===== config.mk =====
export PLATFORM = sky130hd
export DESIGN_NAME = receive_reorder_window_unit_flat
export DESIGN_NICKNAME = d
export VERILOG_FILES = /design/src/rtl/core/rrw_pkg.sv /design/src/rtl/core/rrw_rx_if.sv /design/src/rtl/core/rrw_tx_if.sv /design/src/rtl/core/rrw_cfg_if.sv /design/src/rtl/core/rrw_cell.sv /design/src/rtl/core/receive_reorder_window_unit.sv /design/src/flat_wrapper.sv
export SDC_FILE = /design/constraint.sdc
export NUM_CORES = 1
export LEC_CHECK = 0
export ABC_AREA = 1
export BUFFER_PORTS_ARGS = -buffer_cell sky130_fd_sc_hd__clkbuf_2
export CAP_MARGIN = 20
export CORE_ASPECT_RATIO = 1.75
export CORE_MARGIN = 5
export CORE_UTILIZATION = 46
export CTS_BUF_LIST = sky130_fd_sc_hd__clkbuf_2
export DETAILED_ROUTE_END_ITERATION = 10
export HOLD_SLACK_MARGIN = 0.06
export MAX_ROUTING_LAYER = met4
export PLACE_DENSITY = 0.68
export SLEW_MARGIN = 20
export SYNTH_ARGS = -nofsm -noshare
export SYNTH_HDL_FRONTEND = slang
export SYNTH_HIERARCHICAL = 1
export SYNTH_SLANG_ARGS = --single-unit

===== constraint.sdc =====
create_clock -name clk -period 11.7 [get_ports clk]
set_input_delay 1.755 -clock clk [delete_from_list [all_inputs] [get_ports clk]]
set_output_delay 1.755 -clock clk [all_outputs]
set_load 0.01 [all_outputs]

===== src/rtl/core/rrw_pkg.sv =====
// Shared types and constants of the receive reorder window.
package rrw_pkg;

  localparam int ID_W = 32;
  localparam int TAG_W = 16;
  localparam int ACT_W = 3;
  localparam int CFG_IDX_W = 4;
  localparam int WINDOW_SLOTS_DEF = 4;

  localparam logic [ID_W-1:0] HALF_RANGE = 32'h7FFF_FFFF;
  localparam logic [ID_W-1:0] LAST_SEQ_RESET = 32'hFFFF_FFFD;
  localparam logic [ID_W-1:0] UPD_ONLY_RESET = 32'hFFFF_FFFF;

  localparam logic [CFG_IDX_W-1:0] REG_LAST_SEQ = 4'd0;
  localparam logic [CFG_IDX_W-1:0] REG_UPD_ONLY = 4'd1;

  localparam logic [ACT_W-1:0] ACT_DELIVER = 3'd0;
  localparam logic [ACT_W-1:0] ACT_DUP_ACK = 3'd1;
  localparam logic [ACT_W-1:0] ACT_STORED = 3'd2;
  localparam logic [ACT_W-1:0] ACT_DROPPED = 3'd3;
  localparam logic [ACT_W-1:0] ACT_UPD_ONLY = 3'd4;

  typedef struct packed {
    logic [ID_W-1:0]  id;
    logic [TAG_W-1:0] tag;
    logic             is_data;
  } entry_t;

  typedef struct packed {
    logic store_en;
    logic drain_en;
  } cell_ctl_t;

endpackage


===== src/rtl/core/rrw_rx_if.sv =====
// Receive channel: one buffer descriptor per beat.
interface rrw_rx_if;
  logic                     valid;
  logic                     ready;
  logic [rrw_pkg::ID_W-1:0]  buffer_id;
  logic [rrw_pkg::TAG_W-1:0] buffer_tag;
  logic                     is_data;
  logic                     has_updates;

  modport source (output valid, buffer_id, buffer_tag, is_data, has_updates, input ready);
  modport sink (input valid, buffer_id, buffer_tag, is_data, has_updates, output ready);
endinterface


===== src/rtl/core/rrw_tx_if.sv =====
// Result channel: one reorder decision per beat.
interface rrw_tx_if;
  logic                     valid;
  logic                     ready;
  logic [rrw_pkg::ACT_W-1:0] action;
  logic [rrw_pkg::ID_W-1:0]  out_id;
  logic [rrw_pkg::TAG_W-1:0] out_tag;
  logic                     parse_payload;
  logic                     free_sent;
  logic                     record_ack;
  logic                     last;

  modport source (output valid, action, out_id, out_tag, parse_payload, free_sent,
                  record_ack, last, input ready);
  modport sink (input valid, action, out_id, out_tag, parse_payload, free_sent,
                record_ack, last, output ready);
endinterface


===== src/rtl/core/rrw_cfg_if.sv =====
// Configuration write channel: register index and data per beat.
interface rrw_cfg_if;
  logic                         valid;
  logic                         ready;
  logic [rrw_pkg::CFG_IDX_W-1:0] index;
  logic [rrw_pkg::ID_W-1:0]      data;

  modport source (output valid, index, data, input ready);
  modport sink (input valid, index, data, output ready);
endinterface


===== src/rtl/core/rrw_cell.sv =====
// One slot of the out-of-order store, chained to its neighbours.
module rrw_cell #(
  parameter int SLOTS = rrw_pkg::WINDOW_SLOTS_DEF,
  parameter int INDEX = 0,
  localparam int CW = $clog2(SLOTS + 1)
) (
  input  logic                     clk,
  input  logic [rrw_pkg::ID_W-1:0] exp_id,
  input  logic [CW-1:0]            count,
  input  rrw_pkg::cell_ctl_t       ctl,
  input  rrw_pkg::entry_t          new_entry,
  input  rrw_pkg::entry_t          tail_entry,
  input  logic                     hit_in,
  output logic                     hit_out,
  input  rrw_pkg::entry_t          tail_in,
  output rrw_pkg::entry_t          tail_out,
  input  rrw_pkg::entry_t          found_in,
  output rrw_pkg::entry_t          found_out
);
  import rrw_pkg::*;

  entry_t entry;
  logic   active;
  logic   my_hit;
  logic   take;
  logic   is_tail;

  assign active  = count > CW'(INDEX);
  assign my_hit  = active && (entry.id == exp_id);
  // lowest filled slot that matches wins
  assign take    = my_hit && !hit_in;
  assign hit_out = hit_in || my_hit;
  assign is_tail = count == CW'(INDEX + 1);
  assign tail_out  = is_tail ? entry : tail_in;
  assign found_out = take ? entry : found_in;

  always_ff @(posedge clk) begin
    if (ctl.store_en && (count == CW'(INDEX))) begin
      entry <= new_entry;
    end else if (ctl.drain_en && take) begin
      // refill the freed slot with the last filled one
      entry <= tail_entry;
    end
  end

endmodule


===== src/rtl/core/receive_reorder_window_unit.sv =====
// Top level of the receive reorder window: id check, FSM and cell chain.
//
//  channel | dir | beat carries
//  rx      | in  | buffer_id, buffer_tag, is_data, has_updates
//  tx      | out | action, out_id, out_tag, parse_payload, free_sent, record_ack, last
//  cfg     | in  | index, data (0 last_sequence_id, 1 update_only_id)
//
// A duplicate, stored, dropped or update-only buffer gives its result in the
// output register. An expected buffer is delivered from the drain state with its
// following slots: the cell chain finds one matching slot per cycle unless tx stalls.
// rst is synchronous; it clears the expected id, the fill count and the FSM.
// A stalled tx holds the result and rx ready drops until the register frees.
module receive_reorder_window_unit #(
  parameter int WINDOW_SLOTS = rrw_pkg::WINDOW_SLOTS_DEF
) (
  input logic  clk,
  input logic  rst,
  rrw_rx_if.sink   rx,
  rrw_tx_if.source tx,
  rrw_cfg_if.sink  cfg
);
  import rrw_pkg::*;

  localparam int CW = $clog2(WINDOW_SLOTS + 1);

  typedef enum logic {ST_IDLE, ST_DRAIN} state_t;

  state_t              state;
  logic [ID_W-1:0]     last_seq;
  logic [ID_W-1:0]     upd_only;
  logic [ID_W-1:0]     expected;
  logic [CW-1:0]       count;

  entry_t              pend;
  logic                pend_free;
  logic                pend_ack;

  logic                out_valid;
  logic [ACT_W-1:0]    out_action;
  logic [ID_W-1:0]     out_id;
  logic [TAG_W-1:0]    out_tag;
  logic                out_parse;
  logic                out_free;
  logic                out_ack;
  logic                out_last;

  logic                slot_open;
  logic                rx_fire;
  logic [ID_W-1:0]     diff;
  logic [ID_W-1:0]     expected_next;
  logic                hit_exp;
  logic                older;
  logic                regular;
  logic                full;
  logic                any_hit;
  cell_ctl_t           ctl;
  entry_t              new_entry;
  entry_t              tail_entry;
  entry_t              found_entry;

  logic   hit_c   [WINDOW_SLOTS+1];
  entry_t tail_c  [WINDOW_SLOTS+1];
  entry_t found_c [WINDOW_SLOTS+1];

  assign slot_open = !out_valid || tx.ready;
  assign rx.ready  = (state == ST_IDLE) && slot_open;
  assign rx_fire   = rx.valid && rx.ready;
  assign cfg.ready = 1'b1;

  assign diff          = expected - rx.buffer_id;
  assign hit_exp       = rx.buffer_id == expected;
  assign older         = (diff != '0) && (diff <= HALF_RANGE);
  assign regular       = rx.buffer_id <= last_seq;
  assign full          = count == CW'(WINDOW_SLOTS);
  assign expected_next = (expected >= last_seq) ? '0 : expected + 32'd1;

  assign new_entry = '{id: rx.buffer_id, tag: rx.buffer_tag, is_data: rx.is_data};
  assign ctl.store_en = rx_fire && !hit_exp && !older && regular && !full;
  assign ctl.drain_en = (state == ST_DRAIN) && slot_open;

  assign hit_c[0]   = 1'b0;
  assign tail_c[0]  = '0;
  assign found_c[0] = '0;

  for (genvar g = 0; g < WINDOW_SLOTS; g++) begin : g_cell
    rrw_cell #(.SLOTS(WINDOW_SLOTS), .INDEX(g)) u_cell (
      .clk        (clk),
      .exp_id     (expected),
      .count      (count),
      .ctl        (ctl),
      .new_entry  (new_entry),
      .tail_entry (tail_entry),
      .hit_in     (hit_c[g]),
      .hit_out    (hit_c[g+1]),
      .tail_in    (tail_c[g]),
      .tail_out   (tail_c[g+1]),
      .found_in   (found_c[g]),
      .found_out  (found_c[g+1])
    );
  end

  assign any_hit     = hit_c[WINDOW_SLOTS];
  assign tail_entry  = tail_c[WINDOW_SLOTS];
  assign found_entry = found_c[WINDOW_SLOTS];

  assign tx.valid         = out_valid;
  assign tx.action        = out_action;
  assign tx.out_id        = out_id;
  assign tx.out_tag       = out_tag;
  assign tx.parse_payload = out_parse;
  assign tx.free_sent     = out_free;
  assign tx.record_ack    = out_ack;
  assign tx.last          = out_last;

  always_ff @(posedge clk) begin
    if (rst) begin
      state     <= ST_IDLE;
      out_valid <= 1'b0;
      expected  <= '0;
      count     <= '0;
      last_seq  <= LAST_SEQ_RESET;
      upd_only  <= UPD_ONLY_RESET;
    end else begin
      if (cfg.valid) begin
        case (cfg.index)
          REG_LAST_SEQ: last_seq <= cfg.data;
          REG_UPD_ONLY: upd_only <= cfg.data;
          default: ;
        endcase
      end

      case (state)
        ST_IDLE: begin
          if (rx_fire) begin
            out_id    <= rx.buffer_id;
            out_tag   <= rx.buffer_tag;
            out_parse <= 1'b0;
            out_last  <= 1'b1;
            if (hit_exp) begin
              // hold the delivery until the chain says whether more follow
              out_valid <= 1'b0;
              pend      <= new_entry;
              pend_free <= rx.has_updates;
              pend_ack  <= 1'b1;
              expected  <= expected_next;
              state     <= ST_DRAIN;
            end else if (older) begin
              out_valid  <= 1'b1;
              out_action <= ACT_DUP_ACK;
              out_free   <= 1'b0;
              out_ack    <= 1'b1;
            end else if (regular) begin
              out_valid <= 1'b1;
              out_free  <= rx.has_updates;
              if (!full) begin
                out_action <= ACT_STORED;
                out_ack    <= 1'b1;
                count      <= count + CW'(1);
              end else begin
                out_action <= ACT_DROPPED;
                out_ack    <= 1'b0;
              end
            end else if (rx.buffer_id == upd_only) begin
              out_valid  <= 1'b1;
              out_action <= ACT_UPD_ONLY;
              out_free   <= 1'b1;
              out_ack    <= 1'b0;
            end else begin
              out_valid <= 1'b0;
            end
          end else if (tx.ready) begin
            out_valid <= 1'b0;
          end
        end
        ST_DRAIN: begin
          if (slot_open) begin
            out_valid  <= 1'b1;
            out_action <= ACT_DELIVER;
            out_id     <= pend.id;
            out_tag    <= pend.tag;
            out_parse  <= pend.is_data;
            out_free   <= pend_free;
            out_ack    <= pend_ack;
            out_last   <= !any_hit;
            if (any_hit) begin
              // advance: the matching slot becomes the next pending delivery
              pend      <= found_entry;
              pend_free <= 1'b0;
              pend_ack  <= 1'b0;
              count     <= count - CW'(1);
              expected  <= expected_next;
            end else begin
              state <= ST_IDLE;
            end
          end
        end
        default: state <= ST_IDLE;
      endcase
    end
  end

endmodule

===== src/flat_wrapper.sv =====
// flat-port wrapper written by rule: the top's interface ports become plain ports
module receive_reorder_window_unit_flat import rrw_pkg::*;
#(
  parameter int WINDOW_SLOTS = rrw_pkg::WINDOW_SLOTS_DEF
)
  (clk, rst, rx_valid, rx_buffer_id, rx_buffer_tag, rx_is_data, rx_has_updates, rx_ready, tx_valid, tx_action, tx_out_id, tx_out_tag, tx_parse_payload, tx_free_sent, tx_record_ack, tx_last, tx_ready, cfg_valid, cfg_index, cfg_data, cfg_ready);
  rrw_rx_if rx_i ();
  rrw_tx_if tx_i ();
  rrw_cfg_if cfg_i ();
  input logic clk;
  input logic rst;
  input wire logic [$bits(rx_i.valid)-1:0] rx_valid;
  input wire logic [$bits(rx_i.buffer_id)-1:0] rx_buffer_id;
  input wire logic [$bits(rx_i.buffer_tag)-1:0] rx_buffer_tag;
  input wire logic [$bits(rx_i.is_data)-1:0] rx_is_data;
  input wire logic [$bits(rx_i.has_updates)-1:0] rx_has_updates;
  output wire logic [$bits(rx_i.ready)-1:0] rx_ready;
  output wire logic [$bits(tx_i.valid)-1:0] tx_valid;
  output wire logic [$bits(tx_i.action)-1:0] tx_action;
  output wire logic [$bits(tx_i.out_id)-1:0] tx_out_id;
  output wire logic [$bits(tx_i.out_tag)-1:0] tx_out_tag;
  output wire logic [$bits(tx_i.parse_payload)-1:0] tx_parse_payload;
  output wire logic [$bits(tx_i.free_sent)-1:0] tx_free_sent;
  output wire logic [$bits(tx_i.record_ack)-1:0] tx_record_ack;
  output wire logic [$bits(tx_i.last)-1:0] tx_last;
  input wire logic [$bits(tx_i.ready)-1:0] tx_ready;
  input wire logic [$bits(cfg_i.valid)-1:0] cfg_valid;
  input wire logic [$bits(cfg_i.index)-1:0] cfg_index;
  input wire logic [$bits(cfg_i.data)-1:0] cfg_data;
  output wire logic [$bits(cfg_i.ready)-1:0] cfg_ready;
  assign rx_i.valid = rx_valid;
  assign rx_i.buffer_id = rx_buffer_id;
  assign rx_i.buffer_tag = rx_buffer_tag;
  assign rx_i.is_data = rx_is_data;
  assign rx_i.has_updates = rx_has_updates;
  assign rx_ready = rx_i.ready;
  assign tx_valid = tx_i.valid;
  assign tx_action = tx_i.action;
  assign tx_out_id = tx_i.out_id;
  assign tx_out_tag = tx_i.out_tag;
  assign tx_parse_payload = tx_i.parse_payload;
  assign tx_free_sent = tx_i.free_sent;
  assign tx_record_ack = tx_i.record_ack;
  assign tx_last = tx_i.last;
  assign tx_i.ready = tx_ready;
  assign cfg_i.valid = cfg_valid;
  assign cfg_i.index = cfg_index;
  assign cfg_i.data = cfg_data;
  assign cfg_ready = cfg_i.ready;
  receive_reorder_window_unit #(.WINDOW_SLOTS(WINDOW_SLOTS)) u_core (.clk(clk), .rst(rst), .rx(rx_i), .tx(tx_i), .cfg(cfg_i));
endmodule

== After elaboration in Yosys (flattened, before gate mapping) ==
Cells that the tools add are included.
Word-level totals
  flip-flop bits (word level): 403
  latch bits: 0
  RAM bits: 0
  memory bits (read-only): 0
  output and inout port bits: 58
  logic and storage cells: 205
  memories: 0
Operators by class
  add/sub/neg operators: 4
  multiply operators: 0
  div/mod/pow operators: 0
  magnitude comparators: 7
  equality and inequality tests: 21
  shifts and indexed selects: 0
  multiplexer cells: 91
  bitwise gates (word level): 2
  reductions and logical operators: 50
Operator list (number)
  49-bit two-way mux: 20
  32-bit two-way mux: 7
  32-bit == test: 6
  32-bit case mux with 2 select lines: 2
  49-bit case mux with 2 select lines: 1
  3-bit two-way mux: 13
  1-bit two-way mux: 35
  32-bit by 1-bit adder with 32-bit output (second input constant): 1
  32-bit greater-or-equal comparator: 1
  32-bit by 31-bit <= comparator with 1-bit output (second input constant): 1
  32-bit <= comparator: 1
  16-bit two-way mux: 2
  16-bit case mux with 2 select lines: 1
  32-bit nonzero test: 1
  32-bit subtractor: 1
  1-bit logical AND: 23
  1-bit case mux with 2 select lines: 8
  3-bit case mux with 2 select lines: 2
  2-bit inequality test (second input constant): 5
  5-bit AND reduction: 2
  1-bit zero test: 8
  2-bit nonzero test: 4
  7-bit AND reduction: 1
  3-bit by 2-bit == test with 1-bit output (second input constant): 2
  other kinds (17): 27

== Logic depth before layout (Yosys ltp) ==
Gate-level depths: netlist of run 1.
  depth in word-level cells: 10
  depth in mapped cells: 34

== Hierarchy ==
Netlist of run 1, hierarchy kept.
Modules (own cells, without submodules)
  receive_reorder_window_unit: times used 1, cells an instance 1823, area an instance 13150.1 um^2
  rrw_cell at u_core.g_cell[2].u_cell: times used 1, cells an instance 557, area an instance 4206.5 um^2
  rrw_cell at u_core.g_cell[0].u_cell: times used 1, cells an instance 542, area an instance 4131.5 um^2
  rrw_cell at u_core.g_cell[1].u_cell: times used 1, cells an instance 492, area an instance 3968.8 um^2
  rrw_cell at u_core.g_cell[3].u_cell: times used 1, cells an instance 496, area an instance 3956.3 um^2

== Worst setup path before layout of run 1 ==
No wires, ideal clock.
  kind: reg2reg
  from: register u_core.expected[2]
  to: register u_core/pend[0] (netlist name) (enable)
  library setup time: 0.460 ns
  arrival time: 5.704 ns
  required time: 11.240 ns
  slack: 5.536 ns
  stages on the path, launching flop included: 26
  path buffers: 5
  clock period less this slack: 6.164 ns
  cells stage by stage: dfxtp_1 > inv_1 > nand2_1 > nand2_1 > nor2_1 > nand2_1 > nor2_1 > nand2_1 > nor2_2 > buf_2 > nand2_1 > nand2_1 > clkinv_1 > clkbuf_1 > nand2_1 > clkinv_1 > clkbuf_1 > nand2_1 > clkinv_1 > clkbuf_1 > nand2_1 > nor2_1 > nor2_1 > nand2_4 > clkbuf_1 > nor2_1
RTL lines
  start: declaration: RTL line receive_reorder_window_unit.sv:31  | logic [ID_W-1:0] expected;
  start signal: assignment: RTL line receive_reorder_window_unit.sv:145  | expected <= expected_next;
  start signal: assignment: RTL line receive_reorder_window_unit.sv:191  | expected <= expected_next;
  end signal: assignment: RTL line receive_reorder_window_unit.sv:142  | pend <= new_entry;
  end signal: assignment: RTL line receive_reorder_window_unit.sv:187  | pend <= found_entry;
  end: declaration: RTL line receive_reorder_window_unit.sv:34  | entry_t pend;

==> impl_metrics.py, run 1 <==
metrics = {
    "global_routing": {
        "grt_pass1_wl_mm": 164,
        "grt_pass1_vias": 27817,
        "grt_max_degree": 75,
        "antenna_found_initial": 3,
        "grt_use_total_pct": 32.4,
        "grt_overflow_total": 0,
    },
    "sta": {
        "fmax_mhz": 180,
        "finalCritPeriodShare_pct": 47.5,
        "finClkSkew_ns": 0.104,
        "worst_pin_slew_ns": 1.22,
        "hold_viol_final": 0,
        "rsz0062_at_grt": "no",
        "fin_setup_tns_ns": 0,
        "setup_ws_ns": 6.15,
        "fin_crit_ns": 5.55,
        "maxSlewViolCount": 0,
        "slew_headroom_pct": 18.2,
        "finalSetupViolCount": 0,
    },
    "logic_synthesis": {
        "ys_types": 49,
        "synth_async_sr_flop_share_pct": 0,
        "syn_avg_cell_area_sq_um": 7.52,
        "syn_area_sq_mm": 0.0294,
        "yosysSeqAreaShare_pct": 37.7,
        "yosysWarnings": 6,
        "synth_edf_count": 302,
        "synthFlopType": "edfxtp_1",
        "netlist_instances": 3910,
        "synth_seq_cells": 403,
    },
    "cts": {
        "h-tree-depth": 3,
        "clockBufferDepth": 3,
        "postCtsHoldBufs": 0,
        "cts_made_buffers": 99,
        "clock_sinks": 403,
        "cts_root_buf": "clkbuf_2",
        "path_clk_slew_ns": 0.11,
        "clock_latency_ns": 1.21,
        "cts_setup_buffers": 0,
        "cts_tree": "done",
        "cts_resized": 0,
    },
    "placed_design": {
        "portBuffers": 147,
        "hpwl_mm": 75.9,
        "pre_cts_slack_ns": 5.36,
        "routabilityCongestion": 1.02,
    },
    "worst_setup_path": {
        "cp_cell_sequence": "nand2_1 -> nand2_1 -> nor2_1 -> nand2_1 -> nor2_1 -> nand2_1 -> nor2_4 -> nand2_1 -> nand2_1 -> clkinv_1 -> buf_4 -> nand2_1 -> clkinv_1 -> buf_4 -> nand4_2 -> buf_4 -> nand2_1 -> nand2_1 -> nand2_1 -> nand2_1 -> nand2_1 -> nand2_1",
        "cp.required_ns": 12.61,
        "worstSetupPathType": "reg -> reg",
        "cp_top_family": "simple AND/OR/NAND/NOR gates",
        "cp_slowest_cell": "nand4_2",
        "worst_ep_arrival_time_ns": 6.46,
        "path_common_cell": "nand2_1",
        "path_buf_inv": 5,
        "slowest_delay_ns": 0.88,
        "critPathMaxFanout": 52,
        "critPathLaunchType": "register",
        "endpoint_kind": "register",
    },
    "worst_hold_path": {
        "hold_path_class": "reg -> reg",
    },
    "drt": {
        "wire_per_inst_microns": 22.4,
        "ant_nets": 0,
        "viasPerCell": 5.62,
        "drt_wl_total_mm": 113,
        "drt_iter0_drc": 2359,
        "firstDrtPassIters": 6,
        "drc": 0,
        "via_count": 28269,
    },
    "die": {
        "initial_utilization_pct": 46.4,
        "coreArea_sq_mm": 0.0633,
        "dieArea_sq_mm": 0.0693,
        "die_h_microns": 345,
        "rows": 122,
        "pin_count": 149,
        "die_w_microns": 201,
    },
    "power_and_ir_drop": {
        "power_leakage_nw": 15.3,
        "power_density_mw_per_mm2": 95.6,
        "ir_worst_vdd_uv": 51.2,
        "finalPower_w": 0.00308,
    },
    "cells_and_area": {
        "syn_to_final_growth_pct": 9.56,
        "layout-drive-gt1-share_pct": 17.6,
        "nFillCells": 6399,
        "nNetsFinal": 4323,
    },
    "outcome": {
        "status": "completed",
    },
    "job": {
        "drv_cap": 0,
    },
}
[routing by layer]
| metal | wire, microns | GRT usage, % | part of all wire [%] |
|---|---|---|---|
| met1 | 36800 | 30.6 | 33 |
| met3 | 7070 | 5.00 | 6.3 |
| met2 | 56500 | 56.7 | 50 |
| met4 | 12100 | 29.3 | 11 |
| met5 | 0 | - | 0 |
[report_power, final]
part           switching, W  total (W)  leakage (nW)  internal (W)
Sequential        0.0000197    0.00160          3.56       0.00158
Combinational      0.000268   0.000451          11.0      0.000182
Clock              0.000634    0.00103         0.721      0.000393
[registers in the layout, summed over array words and instances, names as in the netlist, 3 cells and up]
register	cells
u_core/tx.out_id	32
u_core/tx.out_tag	16
u_core/expected	32
u_core/g_cell.u_cell/entry	196
u_core/upd_only	32
u_core/count	3
u_core/pend	49
u_core/last_seq	32
u_core/tx.action	3
[logic make-up after synthesis]
kind of cell,count (synthesis),synth area share [%]
simple gates,2115,30.7
mux,300,11.5
flops,403,37.7
other cells,2,0.0255
compound gates,279,4.91
buf+inv,624,8.33
xor+xnor,88,2.62
fa+ha+maj,99,4.26
[tightest hold or removal path, stage by stage, from the launching register on]
cell and delay [ns]:
dfxtp_1 0.33, nand2_1 0.06, nand3_1 0.06
[Yosys cell counts (8+ instances only)]
library cell | count | share of area, %
xor2_1 | 21 | 0.63
clkbuf_1 | 108 | 1.4
nor2_1 | 188 | 2.4
buf_2 | 27 | 0.46
buf_1 | 32 | 0.41
nand3_1 | 109 | 1.9
o21ai_0 | 147 | 2.5
nand2_2 | 9 | 0.19
nand2_1 | 1469 | 19
clkinv_1 | 10 | 0.13
buf_6 | 9 | 0.34
nor2_4 | 10 | 0.38
edfxtp_1 | 302 | 31
inv_1 | 410 | 5.2
ha_1 | 97 | 4.1
nor3_1 | 42 | 0.71
nand4_1 | 238 | 5.1
dfxtp_1 | 101 | 6.9
nand3b_1 | 12 | 0.31
inv_2 | 26 | 0.33
nor2_2 | 9 | 0.19
mux2_2 | 300 | 11
nor4_1 | 8 | 0.17
xnor2_1 | 67 | 2.0
a21oi_1 | 106 | 1.8
[path summary, 6_finish.rpt]
path	from	endpoint	slack, ns	depth (start not counted)
max	u_core/expected[9]$_SDFFE_PP0P_	u_core/pend[43]$_DFFE_PP_	6.15	22
min	u_core/upd_only[2]$_SDFFE_PP1P_	u_core/upd_only[2]$_SDFFE_PP1P_	0.50	2
max reg2reg	u_core/expected[9]$_SDFFE_PP0P_	u_core/pend[43]$_DFFE_PP_	6.15	22
min reg2reg	u_core/upd_only[2]$_SDFFE_PP1P_	u_core/upd_only[2]$_SDFFE_PP1P_	0.50	2
[per-stage QoR]
| stage | cell area, sq um | hold slack (ns) | utilization (%) | instances |
|---|---|---|---|---|
| global route | 32200 | 0.524 | 50.9 | 5027 |
| finish | 32200 | 0.502 | 50.9 | 5027 |
| CTS | 32200 | 0.504 | 50.9 | 5023 |
| global placement | 31300 | 0.475 | 49.3 | 4838 |
| floorplan | 29800 | 0.460 | - | 4008 |
| detailed placement | 31300 | 0.478 | 49.3 | 4838 |
[final cells by class]
| cell class | count | area (sq um) | area share (%) |
|---|---|---|---|
| Tap cell | 806 | 1010 | 3.13 |
| Clock buffer | 139 | 696 | 2.16 |
| Antenna cell | 4 | 10.0 | 0.0311 |
| Timing Repair Buffer | 201 | 1140 | 3.54 |
| Clock inverter | 46 | 265 | 0.823 |
| Multi-Input combinational cell | 2981 | 16300 | 50.7 |
| Sequential cell | 403 | 11100 | 34.4 |
| Inverter | 447 | 1680 | 5.21 |
[cell usage in the layout, fill, tap and decap left out, drive strengths merged, types with 2 or more instances in the layout]
master     n
nand4    241
nor4       8
clkbuf   286
bufinv     3
o22ai      4
nor3      43
conb     100
nor2     207
fa         2
nand3b    12
dfxtp    101
buf       54
nand3    113
xnor2     67
nor3b      5
mux2     300
a21oi    106
a31oi      2
or2        5
a211oi     5
ha        97
edfxtp   302
nand2   1479
clkinv    50
xor2      21
o211ai     2
inv      440
diode      4
o21a       3
o21ai    152
Note: power is estimated with default switching activity, not from simulation.
==> inputs of run 2 (changes only) <==
clock period = 5.7 ns   (was 11.7 ns; I/O delays follow)
==> run 2 against run 1 <==
  * Register-to-register slack worse by 5.3 ns
  * Non-clock buffer count up 98
  * Highest routed layer unchanged
  * Largest power group unchanged
  * Power up 110%
  * Sequential share of layout area down 1.1 points
  * Largest cell class unchanged
==> impl_metrics.py, run 2 (synthesis results as in run 1) <==
metrics = {
    "sta": {
        "finalSetupViolCount": 0,
        "finalCritPeriodShare_pct": 85.7,
        "maxSlewViolCount": 0,
        "worst_pin_slew_ns": 1.10,
        "fmax_mhz": 205,
        "rsz0062_at_grt": "no",
        "whs_ns": 0.181,
        "fin_crit_ns": 4.89,
        "fin_setup_tns_ns": 0,
        "finClkSkew_ns": 0.115,
        "slew_headroom_pct": 26.1,
        "hold_viol_final": 0,
    },
    "die": {
        "coreArea_sq_mm": 0.0633,
        "initial_utilization_pct": 46.4,
        "rows": 122,
        "pin_count": 149,
        "die_w_microns": 201,
        "dieArea_sq_mm": 0.0693,
        "die_h_microns": 345,
    },
    "worst_setup_path": {
        "regToRegSetupSlack_ns": 0.81,
        "cp_slowest_cell": "dfxtp_1",
        "worst_ep_arrival_time_ns": 5.70,
        "worstSetupPathType": "reg -> reg",
        "path_common_cell": "nand2_1",
        "endpoint_kind": "register",
        "cp.required_ns": 6.51,
        "cp_cell_sequence": "fa_1 -> nand2_1 -> nand2_1 -> nand3_1 -> nand2_1 -> nand2_1 -> nand2_1 -> nand2_1 -> nand2_1 -> nand2_1 -> nor2_1 -> nand3_1 -> nor2_1 -> nand2_1 -> nand2_2 -> nand2_1 -> nor2_1 -> nand4_1 -> nand2_2 -> buf_12",
        "r2r_end": "u_core/g_cell[3].u_cell/entry[15]$_DFFE_PP_",
        "critPathLaunchType": "register",
        "slowest_delay_ns": 0.81,
        "critPathMaxFanout": 37,
        "path_buf_inv": 1,
        "crit_start": "u_core/expected[1]$_SDFFE_PP0P_",
        "reg2reg_depth": 20,
        "cp_top_family": "simple AND/OR/NAND/NOR gates",
        "reg2reg_from": "u_core/expected[1]$_SDFFE_PP0P_",
    },
    "global_routing": {
        "grt_pass1_vias": 28627,
        "grt_overflow_total": 0,
        "grt_max_degree": 74,
        "grt_use_total_pct": 32.6,
        "grt_pass1_wl_mm": 166,
        "antenna_found_initial": 3,
    },
    "cells_and_area": {
        "nNetsFinal": 4419,
        "nFillCells": 6323,
        "final_cell_mix": "nand2_1 (1463), inv_1 (409), edfxtp_1 (302)",
        "layout-drive-gt1-share_pct": 18.1,
        "reg.largest.list": "u_core/g_cell.u_cell/entry: 196 flops, u_core/pend: 49 flops",
        "largest_reg_flops": 196,
        "syn_to_final_growth_pct": 13.2,
        "finalInstanceArea_sq_mm": 0.0333,
        "largest_register": "u_core/g_cell.u_cell/entry",
        "final_common_cell": "nand2_1",
    },
    "cts": {
        "cts_tree": "done",
        "clockBufferDepth": 3,
        "cts_setup_buffers": 0,
        "clock_latency_ns": 1.24,
        "cts_resized": 0,
        "cts_made_buffers": 97,
        "cts_root_buf": "clkbuf_2",
        "clock_sinks": 403,
        "h-tree-depth": 3,
        "path_clk_slew_ns": 0.12,
        "postCtsHoldBufs": 65,
    },
    "power_and_ir_drop": {
        "p_int_w": 0.00457,
        "ir_worst_vdd_uv": 105,
        "power_switching_w": 0.00190,
        "sw_frac_of_total_pct": 29.3,
        "finalPower_w": 0.00647,
        "power_leakage_nw": 15.8,
        "power_density_mw_per_mm2": 194,
        "pwr-share-seq_pct": 50.8,
        "power_frac_comb_pct": 15.0,
        "clockPowerShare_pct": 34.2,
    },
    "worst_hold_path": {
        "worstHoldStart": "rst",
        "min_path_cells": 3,
        "hold_path_class": "in -> reg",
        "hold_path_end": "u_core/expected[12]$_SDFFE_PP0P_",
    },
    "drt": {
        "drt_iter0_drc": 1777,
        "via_count": 28461,
        "firstDrtPassIters": 5,
        "viasPerCell": 5.56,
        "drt_wl_total_mm": 113,
        "drc": 0,
        "ant_nets": 0,
        "wire_per_inst_microns": 22.1,
    },
    "job": {
        "drv_cap": 0,
    },
    "placed_design": {
        "portBuffers": 147,
        "dpl-instance-area_sq_mm": 0.0316,
        "routabilityCongestion": 1.07,
        "hpwl_mm": 78.5,
    },
    "outcome": {
        "status": "completed",
    },
}
[run 2: cell count changes in the layout (fill, tap and decap cells not counted), sizes merged, moves of 2 or more]
| cell | change |
|---|---|
| inv | -3 |
| buf | +33 |
| dlygate4sd3 | +65 |
| clkbuf | +4 |
| clkinv | -9 |
| bufinv | +2 |
[run 2: how the worst max path moves through the flow]
| stage | cells after the start | endpoint |
|---|---|---|
| finish | 20 | u_core/g_cell[3].u_cell/entry[15]$_DFFE_PP_ |
| global route | 20 | u_core/g_cell[3].u_cell/entry[15]$_DFFE_PP_ |
| CTS | 20 | u_core/g_cell[3].u_cell/entry[15]$_DFFE_PP_ |
| detailed placement | 21 | u_core/g_cell[3].u_cell/entry[13]$_DFFE_PP_ |
| global placement | 21 | u_core/g_cell[3].u_cell/entry[17]$_DFFE_PP_ |
| floorplan | 25 | u_core/pend[0]$_DFFE_PP_ |
[run 2: metrics by stage]
stage               instances  setup WS, ns  utilization, %
finish                   5120         0.813            52.5
global route             5120         0.464            52.5
CTS                      5116         0.897            52.5
detailed placement       4871         0.364            49.9
global placement         4871         0.518            49.9
floorplan                4008         0.387               -
[run 2: tightest hold or removal path: cells and delay by family]
kind / cells / cell delay [ns]
buffers and inverters: 2 / 0.33
and+or+nand+nor: 1 / 0.13
[run 2: area by class of cell]
type | instances | area [sq um] | share of cell area [%]
Inverter | 447 | 1680 | 5.05
Sequential cell | 403 | 11100 | 33.3
Tap cell | 806 | 1010 | 3.03
Clock inverter | 37 | 295 | 0.887
Timing Repair Buffer | 299 | 2160 | 6.50
Multi-Input combinational cell | 2981 | 16300 | 49.0
Antenna cell | 4 | 10.0 | 0.0301
Clock buffer | 143 | 716 | 2.15
[run 2: routing by layer]
metal | global-route usage [%] | up-vias | part of all wire (%)
met5 | - | - | 0
met4 | 30.5 | 0 | 11
met3 | 5.30 | 562 | 6.0
met2 | 57.8 | 1252 | 51
met1 | 29.4 | 13115 | 32
li1 | - | 13532 | -
[run 2: power groups by stage]
| stage | Combinational (W) | Sequential (W) | Clock [W] |
|---|---|---|---|
| 2_1_floorplan | 0.000608 | 0.00335 | 0 |
| 3_3_place_gp | 0.000900 | 0.00335 | 0 |
| 3_5_place_dp | 0.000912 | 0.00336 | 0 |
| 4_1_cts | 0.000951 | 0.00329 | 0.00228 |
| 5_1_grt | 0.00106 | 0.00330 | 0.00241 |
| 6_report | 0.000970 | 0.00329 | 0.00221 |
